==> src/hw/rtl/utf8d_pkg.sv <==
// ============================================================================
// utf8d_pkg
// Shared types and constants of the UTF-8 stream decoder.
// ============================================================================
package utf8d_pkg;

  localparam int COUNT_BITS = 16;
  localparam int BYTE_W     = 8;
  localparam int CP_W       = 21;
  localparam int WIDTH_W    = 3;
  localparam int STATUS_W   = 2;
  localparam int CHAR_CNT_W = 16;

  localparam logic [COUNT_BITS-1:0] CNT_MAX = '1;

  localparam logic [BYTE_W-1:0] MASK_1 = 8'h80;
  localparam logic [BYTE_W-1:0] MASK_2 = 8'hE0;
  localparam logic [BYTE_W-1:0] PFX_2  = 8'hC0;
  localparam logic [BYTE_W-1:0] MASK_3 = 8'hF0;
  localparam logic [BYTE_W-1:0] PFX_3  = 8'hE0;
  localparam logic [BYTE_W-1:0] MASK_4 = 8'hF8;
  localparam logic [BYTE_W-1:0] PFX_4  = 8'hF0;

  typedef enum logic [STATUS_W-1:0] {
    ST_OK       = 2'd0,
    ST_BAD_LEAD = 2'd1,
    ST_TRUNC    = 2'd2
  } status_t;

  typedef enum logic [2:0] {
    CL_ASCII,
    CL_LEAD2,
    CL_LEAD3,
    CL_LEAD4,
    CL_OTHER
  } lead_class_t;

  typedef struct packed {
    logic [BYTE_W-1:0] data;
    logic              span_end;
    lead_class_t       cls;
  } front_item_t;

endpackage

==> src/hw/rtl/utf8d_byte_if.sv <==
// ============================================================================
// utf8d_byte_if
// Byte channel: one raw byte of a span per item, with an end-of-span flag.
// ============================================================================
interface utf8d_byte_if;
  logic                        valid;
  logic                        ready;
  logic [utf8d_pkg::BYTE_W-1:0] in_byte;
  logic                        span_end;

  modport source (output valid, in_byte, span_end, input ready);
  modport sink   (input valid, in_byte, span_end, output ready);
endinterface

==> src/hw/rtl/utf8d_cp_if.sv <==
// ============================================================================
// utf8d_cp_if
// Result channel: one decoded codepoint or error status per item.
// ============================================================================
interface utf8d_cp_if;
  logic                            valid;
  logic                            ready;
  logic [utf8d_pkg::CP_W-1:0]       codepoint;
  logic [utf8d_pkg::WIDTH_W-1:0]    width;
  logic [utf8d_pkg::STATUS_W-1:0]   status;
  logic                            is_last;
  logic [utf8d_pkg::CHAR_CNT_W-1:0] char_count;

  modport source (output valid, codepoint, width, status, is_last, char_count,
                  input ready);
  modport sink   (input valid, codepoint, width, status, is_last, char_count,
                  output ready);
endinterface

==> src/hw/rtl/utf8d_front.sv <==
// ============================================================================
// utf8d_front
// Accepts bytes, classifies the prefix and registers the classified item.
// ============================================================================
module utf8d_front (
  input  logic                   clk,
  input  logic                   rst,
  utf8d_byte_if.sink             data,
  output logic                   push_valid,
  input  logic                   push_ready,
  output utf8d_pkg::front_item_t push_item
);
  import utf8d_pkg::*;

  logic        stage_valid;
  front_item_t stage_item;
  lead_class_t cls_next;

  assign data.ready = !stage_valid || push_ready;
  assign push_valid = stage_valid;
  assign push_item  = stage_item;

  always_comb begin
    priority if ((data.in_byte & MASK_1) == 8'h00) begin
      cls_next = CL_ASCII;
    end else if ((data.in_byte & MASK_2) == PFX_2) begin
      cls_next = CL_LEAD2;
    end else if ((data.in_byte & MASK_3) == PFX_3) begin
      cls_next = CL_LEAD3;
    end else if ((data.in_byte & MASK_4) == PFX_4) begin
      cls_next = CL_LEAD4;
    end else begin
      cls_next = CL_OTHER;
    end
  end

  always_ff @(posedge clk) begin
    if (rst) begin
      stage_valid <= 1'b0;
    end else if (data.ready) begin
      stage_valid <= data.valid;
    end
  end

  always_ff @(posedge clk) begin
    if (data.valid && data.ready) begin
      stage_item.data     <= data.in_byte;
      stage_item.span_end <= data.span_end;
      stage_item.cls      <= cls_next;
    end
  end

endmodule

==> src/hw/rtl/utf8d_queue.sv <==
// ============================================================================
// utf8d_queue
// Two-entry queue between the classifier and the decode engine.
// ============================================================================
module utf8d_queue (
  input  logic                   clk,
  input  logic                   rst,
  input  logic                   push_valid,
  output logic                   push_ready,
  input  utf8d_pkg::front_item_t push_item,
  output logic                   pop_valid,
  input  logic                   pop_ready,
  output utf8d_pkg::front_item_t pop_item
);
  import utf8d_pkg::*;

  front_item_t entries [2];
  logic        wr_ptr;
  logic        rd_ptr;
  logic [1:0]  count;
  logic        push_fire;
  logic        pop_fire;

  assign push_ready = (count != 2'd2);
  assign pop_valid  = (count != 2'd0);
  assign pop_item   = entries[rd_ptr];
  assign push_fire  = push_valid && push_ready;
  assign pop_fire   = pop_valid && pop_ready;

  always_ff @(posedge clk) begin
    if (rst) begin
      wr_ptr <= 1'b0;
      rd_ptr <= 1'b0;
      count  <= 2'd0;
    end else begin
      if (push_fire) begin
        wr_ptr <= !wr_ptr;
      end
      if (pop_fire) begin
        rd_ptr <= !rd_ptr;
      end
      if (push_fire && !pop_fire) begin
        count <= count + 2'd1;
      end else if (pop_fire && !push_fire) begin
        count <= count - 2'd1;
      end
    end
  end

  always_ff @(posedge clk) begin
    if (push_fire) begin
      entries[wr_ptr] <= push_item;
    end
  end

endmodule

==> src/hw/rtl/utf8d_back.sv <==
// ============================================================================
// utf8d_back
// Decode engine: sequence state, error tracking, char count, result register.
// ============================================================================
module utf8d_back (
  input  logic                   clk,
  input  logic                   rst,
  input  logic                   pop_valid,
  output logic                   pop_ready,
  input  utf8d_pkg::front_item_t pop_item,
  utf8d_cp_if.source             result
);
  import utf8d_pkg::*;

  logic [1:0]            bytes_left,    bytes_left_next;
  logic [CP_W-1:0]       partial_value, partial_value_next;
  logic [WIDTH_W-1:0]    seq_width,     seq_width_next;
  status_t               sticky_error,  sticky_error_next;
  logic [COUNT_BITS-1:0] chars_seen,    chars_seen_next;

  logic [COUNT_BITS-1:0] count_inc;
  logic [CP_W-1:0]       shifted;
  logic                  has_res;
  logic                  clear_all;
  logic [CP_W-1:0]       res_cp;
  logic [WIDTH_W-1:0]    res_width;
  status_t               res_status;
  logic                  res_last;
  logic                  advance;
  logic                  pop_fire;

  logic                  out_valid;
  logic [CP_W-1:0]       out_cp;
  logic [WIDTH_W-1:0]    out_width;
  status_t               out_status;
  logic                  out_last;
  logic [COUNT_BITS-1:0] out_count;

  assign advance   = !out_valid || result.ready;
  assign pop_ready = advance;
  assign pop_fire  = pop_valid && advance;

  assign count_inc = (chars_seen == CNT_MAX) ? chars_seen
                                             : chars_seen + COUNT_BITS'(1);
  assign shifted   = {partial_value[CP_W-7:0], pop_item.data[5:0]};

  always_comb begin
    bytes_left_next    = bytes_left;
    partial_value_next = partial_value;
    seq_width_next     = seq_width;
    sticky_error_next  = sticky_error;
    chars_seen_next    = chars_seen;
    has_res            = 1'b0;
    res_cp             = '0;
    res_width          = '0;
    res_status         = ST_OK;
    res_last           = pop_item.span_end;
    if (sticky_error != ST_OK) begin
      has_res    = pop_item.span_end;
      res_status = sticky_error;
    end else if (bytes_left == 2'd0) begin
      unique case (pop_item.cls)
        CL_ASCII: begin
          chars_seen_next = count_inc;
          has_res         = 1'b1;
          res_cp          = CP_W'(pop_item.data[6:0]);
          res_width       = WIDTH_W'(1);
        end
        CL_LEAD2: begin
          partial_value_next = CP_W'(pop_item.data[4:0]);
          bytes_left_next    = 2'd1;
          seq_width_next     = WIDTH_W'(2);
          has_res            = pop_item.span_end;
          res_status         = ST_TRUNC;
        end
        CL_LEAD3: begin
          partial_value_next = CP_W'(pop_item.data[3:0]);
          bytes_left_next    = 2'd2;
          seq_width_next     = WIDTH_W'(3);
          has_res            = pop_item.span_end;
          res_status         = ST_TRUNC;
        end
        CL_LEAD4: begin
          partial_value_next = CP_W'(pop_item.data[2:0]);
          bytes_left_next    = 2'd3;
          seq_width_next     = WIDTH_W'(4);
          has_res            = pop_item.span_end;
          res_status         = ST_TRUNC;
        end
        default: begin
          sticky_error_next = ST_BAD_LEAD;
          has_res           = pop_item.span_end;
          res_status        = ST_BAD_LEAD;
        end
      endcase
    end else if (bytes_left == 2'd1) begin
      chars_seen_next    = count_inc;
      bytes_left_next    = 2'd0;
      partial_value_next = '0;
      seq_width_next     = '0;
      has_res            = 1'b1;
      res_cp             = shifted;
      res_width          = seq_width;
    end else begin
      partial_value_next = shifted;
      bytes_left_next    = bytes_left - 2'd1;
      has_res            = pop_item.span_end;
      res_status         = ST_TRUNC;
    end
  end

  assign clear_all = has_res && res_last;

  always_ff @(posedge clk) begin
    if (rst) begin
      bytes_left    <= 2'd0;
      partial_value <= '0;
      seq_width     <= '0;
      sticky_error  <= ST_OK;
      chars_seen    <= '0;
    end else if (pop_fire) begin
      if (clear_all) begin
        bytes_left    <= 2'd0;
        partial_value <= '0;
        seq_width     <= '0;
        sticky_error  <= ST_OK;
        chars_seen    <= '0;
      end else begin
        bytes_left    <= bytes_left_next;
        partial_value <= partial_value_next;
        seq_width     <= seq_width_next;
        sticky_error  <= sticky_error_next;
        chars_seen    <= chars_seen_next;
      end
    end
  end

  always_ff @(posedge clk) begin
    if (rst) begin
      out_valid <= 1'b0;
    end else if (advance) begin
      out_valid <= pop_fire && has_res;
    end
  end

  always_ff @(posedge clk) begin
    if (pop_fire && has_res) begin
      out_cp     <= res_cp;
      out_width  <= res_width;
      out_status <= res_status;
      out_last   <= res_last;
      out_count  <= chars_seen_next;
    end
  end

  assign result.valid      = out_valid;
  assign result.codepoint  = out_cp;
  assign result.width      = out_width;
  assign result.status     = out_status;
  assign result.is_last    = out_last;
  assign result.char_count = CHAR_CNT_W'(out_count);

  a_err_shape: assert property (@(posedge clk) disable iff (rst)
    (out_valid && out_status != ST_OK) |->
      (out_cp == '0 && out_width == '0 && out_last))
    else $error("error result carries data");

  a_ok_width: assert property (@(posedge clk) disable iff (rst)
    (out_valid && out_status == ST_OK) |-> (out_width != '0))
    else $error("ok result with zero width");

  a_no_open_seq_on_error: assert property (@(posedge clk) disable iff (rst)
    (sticky_error != ST_OK) |-> (bytes_left == 2'd0))
    else $error("sequence open while error is sticky");

  a_span_clear: assert property (@(posedge clk) disable iff (rst)
    (pop_fire && clear_all) |=>
      (bytes_left == 2'd0 && chars_seen == '0 && sticky_error == ST_OK))
    else $error("state not cleared at span end");

endmodule

==> src/hw/rtl/utf8_stream_decoder_unit.sv <==
// ============================================================================
// utf8_stream_decoder_unit
// Streaming UTF-8 decoder: one codepoint per complete sequence, one error status per failed span.
// Path: a byte is registered in the front stage, queued, and its result registered.
// Throughput: one byte per cycle unless the result receiver holds off ready.
// Reset: synchronous rst empties the stage and queue and clears all span state.
// ============================================================================
module utf8_stream_decoder_unit (
  input logic        clk,
  input logic        rst,
  utf8d_byte_if.sink data,
  utf8d_cp_if.source result
);
  import utf8d_pkg::*;

  logic        push_valid;
  logic        push_ready;
  front_item_t push_item;
  logic        pop_valid;
  logic        pop_ready;
  front_item_t pop_item;

  utf8d_front u_front (
    .clk        (clk),
    .rst        (rst),
    .data       (data),
    .push_valid (push_valid),
    .push_ready (push_ready),
    .push_item  (push_item)
  );

  utf8d_queue u_queue (
    .clk        (clk),
    .rst        (rst),
    .push_valid (push_valid),
    .push_ready (push_ready),
    .push_item  (push_item),
    .pop_valid  (pop_valid),
    .pop_ready  (pop_ready),
    .pop_item   (pop_item)
  );

  utf8d_back u_back (
    .clk       (clk),
    .rst       (rst),
    .pop_valid (pop_valid),
    .pop_ready (pop_ready),
    .pop_item  (pop_item),
    .result    (result)
  );

endmodule

==> src/flat_wrapper.sv <==
// flat-port wrapper written by rule: the top's interface ports become plain ports
module utf8_stream_decoder_unit_flat import utf8d_pkg::*;
  (clk, rst, data_valid, data_in_byte, data_span_end, data_ready, result_valid, result_codepoint, result_width, result_status, result_is_last, result_char_count, result_ready);
  utf8d_byte_if data_i ();
  utf8d_cp_if result_i ();
  input logic clk;
  input logic rst;
  input wire logic [$bits(data_i.valid)-1:0] data_valid;
  input wire logic [$bits(data_i.in_byte)-1:0] data_in_byte;
  input wire logic [$bits(data_i.span_end)-1:0] data_span_end;
  output wire logic [$bits(data_i.ready)-1:0] data_ready;
  output wire logic [$bits(result_i.valid)-1:0] result_valid;
  output wire logic [$bits(result_i.codepoint)-1:0] result_codepoint;
  output wire logic [$bits(result_i.width)-1:0] result_width;
  output wire logic [$bits(result_i.status)-1:0] result_status;
  output wire logic [$bits(result_i.is_last)-1:0] result_is_last;
  output wire logic [$bits(result_i.char_count)-1:0] result_char_count;
  input wire logic [$bits(result_i.ready)-1:0] result_ready;
  assign data_i.valid = data_valid;
  assign data_i.in_byte = data_in_byte;
  assign data_i.span_end = data_span_end;
  assign data_ready = data_i.ready;
  assign result_valid = result_i.valid;
  assign result_codepoint = result_i.codepoint;
  assign result_width = result_i.width;
  assign result_status = result_i.status;
  assign result_is_last = result_i.is_last;
  assign result_char_count = result_i.char_count;
  assign result_i.ready = result_ready;
  utf8_stream_decoder_unit u_core (.clk(clk), .rst(rst), .data(data_i), .result(result_i));
endmodule
==> config.mk <==
export PLATFORM = sky130hd
export DESIGN_NAME = utf8_stream_decoder_unit_flat
export DESIGN_NICKNAME = d
export VERILOG_FILES = /design/src/hw/rtl/utf8d_pkg.sv /design/src/hw/rtl/utf8d_byte_if.sv /design/src/hw/rtl/utf8d_cp_if.sv /design/src/hw/rtl/utf8d_front.sv /design/src/hw/rtl/utf8d_queue.sv /design/src/hw/rtl/utf8d_back.sv /design/src/hw/rtl/utf8_stream_decoder_unit.sv /design/src/flat_wrapper.sv
export SDC_FILE = /design/constraint.sdc
export NUM_CORES = 1
export LEC_CHECK = 0
export BUFFER_PORTS_ARGS = -buffer_cell sky130_fd_sc_hd__buf_4
export CELL_PAD_IN_SITES_DETAIL_PLACEMENT = 0
export CELL_PAD_IN_SITES_GLOBAL_PLACEMENT = 1
export CORE_ASPECT_RATIO = 1.5
export CORE_MARGIN = 2
export CORE_UTILIZATION = 40
export CTS_BUF_LIST = sky130_fd_sc_hd__clkbuf_2 sky130_fd_sc_hd__clkbuf_4 sky130_fd_sc_hd__clkbuf_8
export DETAILED_ROUTE_END_ITERATION = 8
export PLACE_DENSITY = 0.72
export SLEW_MARGIN = 10
export SYNTH_ARGS = -nofsm -noshare
export SYNTH_HDL_FRONTEND = slang
export SYNTH_HIERARCHICAL = 1
export SYNTH_SLANG_ARGS = --single-unit
==> constraint.sdc <==
create_clock -name clk -period 5 [get_ports clk]
set_input_delay 1.5 -clock clk [delete_from_list [all_inputs] [get_ports clk]]
set_output_delay 1.5 -clock clk [all_outputs]
set_load 0.01 [all_outputs]
== After elaboration in Yosys (flattened, before gate mapping) ==
Memories as Yosys holds them, arrays and structs flattened. A register that Yosys moved wholly into a read port is not among the register bits.
Cells that the tools add are included.

* RAM bits: 24
* Bits in latches: 0
* Input bits: 13
* Word-level logic and storage cells: 115
* Memories kept: 1
* Output and inout port bits: 45
* Bits in read-only memories: 0
* Bits in registers: 99

* Multiply operators: 0
* Div/mod/pow operators: 0
* Reductions and logical operators: 30
* Bitwise operators: 0
* Order comparisons: 0
* Add/subtract/negate cells: 4
* Shift-type cells: 0
* Multiplexer cells: 48
* Equality and inequality tests: 12

{| class="wikitable"
|+ Memory list
! name !! words !! bits a word !! rd ports !! clocked after memory_dff !! write ports !! line !! text
|-
| u_core.u_queue.entries || 2 || 12 || 1 || 1 || 1 || utf8d_queue.sv:17 || <nowiki>front_item_t entries [2];</nowiki>
|}

{| class="wikitable"
|+ Operators by type and width
! operator !! number
|-
| $mux 16 || 6
|-
| $mux 15 || 4
|-
| $pmux 15 s3 || 1
|-
| $mux 21 || 2
|-
| $mux 2 || 14
|-
| $mux 3 || 7
|-
| $add 16x1->16 const B || 1
|-
| $eq 16x16->1 const B || 1
|-
| $mux 1 || 10
|-
| $pmux 3 s3 || 1
|-
| $logic_not 8->1 || 1
|-
| $reduce_and 4->1 || 2
|-
| $reduce_bool 2->1 || 4
|-
| $logic_and 1x1->1 || 7
|-
| $mux 7 || 1
|-
| $eq 3x2->1 const B || 2
|-
| $logic_not 1->1 || 6
|-
| $pmux 2 s3 || 1
|-
| $reduce_or 3->1 || 2
|-
| $eq 5x5->1 const B || 1
|-
| $ne 5x2->1 const B || 1
|-
| $eq 4x4->1 const B || 1
|-
| $ne 2x2->1 const B || 2
|-
| $pmux 2 s2 || 1
|-
| other kinds (13) || 15
|}

== Depth between registers and ports, before layout ==
* Depth in word-level cells: 7
* Mapped depth: 10
* Mapped depth without buffers: 7

== Hierarchy ==
Netlist, hierarchy kept.

{| class="wikitable"
|+ By module, submodules not included
! module !! sequential area each (um^2) !! area each (um^2) !! cells an instance !! times used
|-
| utf8d_back || 2052.0 || 3827.4 || 376 || 1
|-
| utf8d_queue || 820.8 || 1083.5 || 61 || 1
|-
| utf8d_front || 380.4 || 446.7 || 24 || 1
|}

== Worst setup path after synthesis ==
No wires, ideal clock.

* Kind: reg-to-reg
* From: register (tool-made name)
* To: register u_core.u_back.out_count[0] (netlist: u_core/u_back/result.char_count[0]), enable pin
* Path slack: 213 ps
* Library setup time: 460 ps
* Cell stages (with the launch flop): 9
* Arrival: 4328 ps
* Data required time: 4540 ps
* Clock period less this slack: 4787 ps
* Buffers on the path: 4
* Cell sequence: dfxtp_1 buf_2 mux2_2 or4b_1 buf_2 a21o_1 clkbuf_1 clkbuf_1 a21oi_1

{| class="wikitable"
|+ RTL lines
! element !! line !! text
|-
| end signal, assigned || utf8d_back.sv:152 || <nowiki>out_count <= chars_seen_next;</nowiki>
|-
| end, declared || utf8d_back.sv:37 || <nowiki>logic [COUNT_BITS-1:0] out_count;</nowiki>
|}

==> run summary <==
die area -> 14100 sq um
CTS root buf -> clkbuf_8
CTS buffer count -> 17
LEAKAGE -> 2.28 nW
die height -> 144 um
initial antenna violation count -> 0
Die X -> 97.6 um
layout cells sized above 1 -> 0.219
critical path arrival -> 3.58 ns
clk slew on worst S/H paths -> 0.07 ns
Post-Syn Instances -> 457
Max Fclk -> 0.285 GHz
via count -> 3765
area growth from synthesis to layout -> 18.4%
Rel. slew slack -> 0.384
post-layout net count -> 529
initial DRC count -> 305
Netlist Area Pre-Place -> 5260 sq um
CP max FO -> 33
placed cell count -> 651
Slowest-stage cell, CP -> or4b_1
row count -> 51
Detail Placement HPWL -> 7830 um
gr ovfl total -> 0
Least-Margin Pin Slew -> 0.916 ns
Slew Limit Fails -> 0
Tmin final -> 3.50 ns
first drt pass iteration count -> 5
Core Area -> 12900 sq um
final setup violation count -> 0
starting density of the core -> 0.408
crit-path cells -> mux2_2 > or4b_1 > a21o_1 > a21oi_4 > buf_4
path type of the worst setup path -> reg -> reg
Total Wirelength -> 11400 um
# DRC -> 0
Reg area -> 3160 sq um
Sink Count -> 120
run status -> finished clean
H-tree Lvls -> 4
port bufs -> 57
min-delay worst type -> reg -> reg
number of diodes -> 0
CTS Buffer Depth -> 2
hold buffers post-CTS -> 0
vias in the first global route -> 3707
largest net degree at the start of global routing -> 34
Critical Path RT -> 5.08 ns
setup bufs post-CTS -> 0
clock latency on the worst-skew pair -> 0.43 ns
CTS tree -> yes
Top Family by Delay on Critical Path -> compound AO/OA/AOI/OAI gates
Max-cap violations -> 0
synthesized net count -> 475
post-DR wirelength/cell -> 16.7 um
Avg Inst Size Synth -> 11.5 sq um
Final ANT Viol Nets -> 0
final cell count without fillers -> 683
PnR worst setup slack -> 1.50 ns
via-per-instance ratio -> 5.51
WP buf/inv -> 1
dpl ws -> 1.29 ns
fin util -> 0.483
Filler Cell Count -> 1220
RSZ-0062 raised after global routing -> no
CP Launch Type -> flop
Multi-input gate area -> 1960 sq um
GP Congestion -> 0.853
first-pass GRT wire length -> 18800 um
final setup TNS -> 0 ns
GRT Total Usage -> 0.170
I/O pins -> 58
Critical Path Max Stage Delay -> 0.66 ns
YS warnings -> 6
Resized Gates After CTS -> 0
crit end category -> flop
P per Cell Area -> 487 nW/um^2
Clock Skew -> 0.00812 ns
Final Cycle Share -> 0.701
VDD IR max -> 0.267 mV
Final Hold Vio Count -> 0
sequential cells by signal, indices dropped and copies added, names as in the netlist, named ones only:
signal	flops
u_core/u_queue/entries	22
u_core/u_back/result.codepoint	21
u_core/u_back/chars_seen	16
u_core/u_back/result.char_count	16
u_core/u_back/partial_value	15
u_core/u_front/push_item	11
u_core/u_back/result.width	3
u_core/u_back/seq_width	3
u_core/u_back/bytes_left	2
u_core/u_back/result.status	2
u_core/u_queue/count	2
u_core/u_back/result.is_last	1
u_core/u_back/result.valid	1
u_core/u_back/sticky_error	1
u_core/u_front/push_valid	1
u_core/u_queue/rd_ptr	1
u_core/u_queue/wr_ptr	1
metal layers:
metal,vias up,share of wire,global-route usage,wire (um)
met4,0,0.019,0.0731,216
met2,95,0.51,0.291,5840
met5,-,0,0,0
li1,1817,-,-,-
met1,1839,0.43,0.208,4910
met3,14,0.037,0.0358,426
power by group:
part / internal (mW) / switching (mW) / leakage (nW) / total, mW
clock network: 0.454 / 0.426 / 0.200 / 0.879
registers: 1.25 / 0.0827 / 1.08 / 1.33
logic: 0.312 / 0.505 / 1.00 / 0.817
total: 2.02 / 1.01 / 2.28 / 3.03
cell type report:
cell class / count / share of cell area
Clock buffer: 17 / 0.0376
Clock inverter: 15 / 0.0267
Inverter: 11 / 0.00663
Multi-Input combinational cell: 299 / 0.314
Sequential cell: 120 / 0.508
Tap cell: 159 / 0.0320
Timing Repair Buffer: 62 / 0.0748
final timing paths:
| kind | startpoint | slack, ns | cells after the start | endpoint |
|---|---|---|---|---|
| hold reg to reg | u_core/u_front/push_item[1] | 0.45 | 0 | u_core/u_queue/entries[1][1] |
| hold / removal | u_core/u_front/push_item[1] | 0.45 | 0 | u_core/u_queue/entries[1][1] |
| setup reg to reg | flop | 1.50 | 5 | u_core/u_back/result.char_count[5] |
| setup / recovery | flop | 1.50 | 5 | u_core/u_back/result.char_count[5] |
cell usage in the layout, fill, tap and decap left out, types with 12 or more instances in the layout:
master / n
edfxtp_1: 76
buf_4: 62
nand2_1: 51
dfxtp_1: 44
and2_1: 25
nor2_1: 24
mux2i_1: 18
clkbuf_8: 17
nand3_1: 17
a21oi_1: 13
a31oi_1: 12
through the flow:
step	hold WS, ns	cell area [sq um]	power, mW
floorplan	0.421	5260	1.86
global placement	0.423	5830	2.16
detailed placement	0.439	5830	2.18
CTS	0.455	6230	3.07
global route	0.468	6230	3.19
finish	0.454	6230	3.03
(Power assumes the default switching activity.)
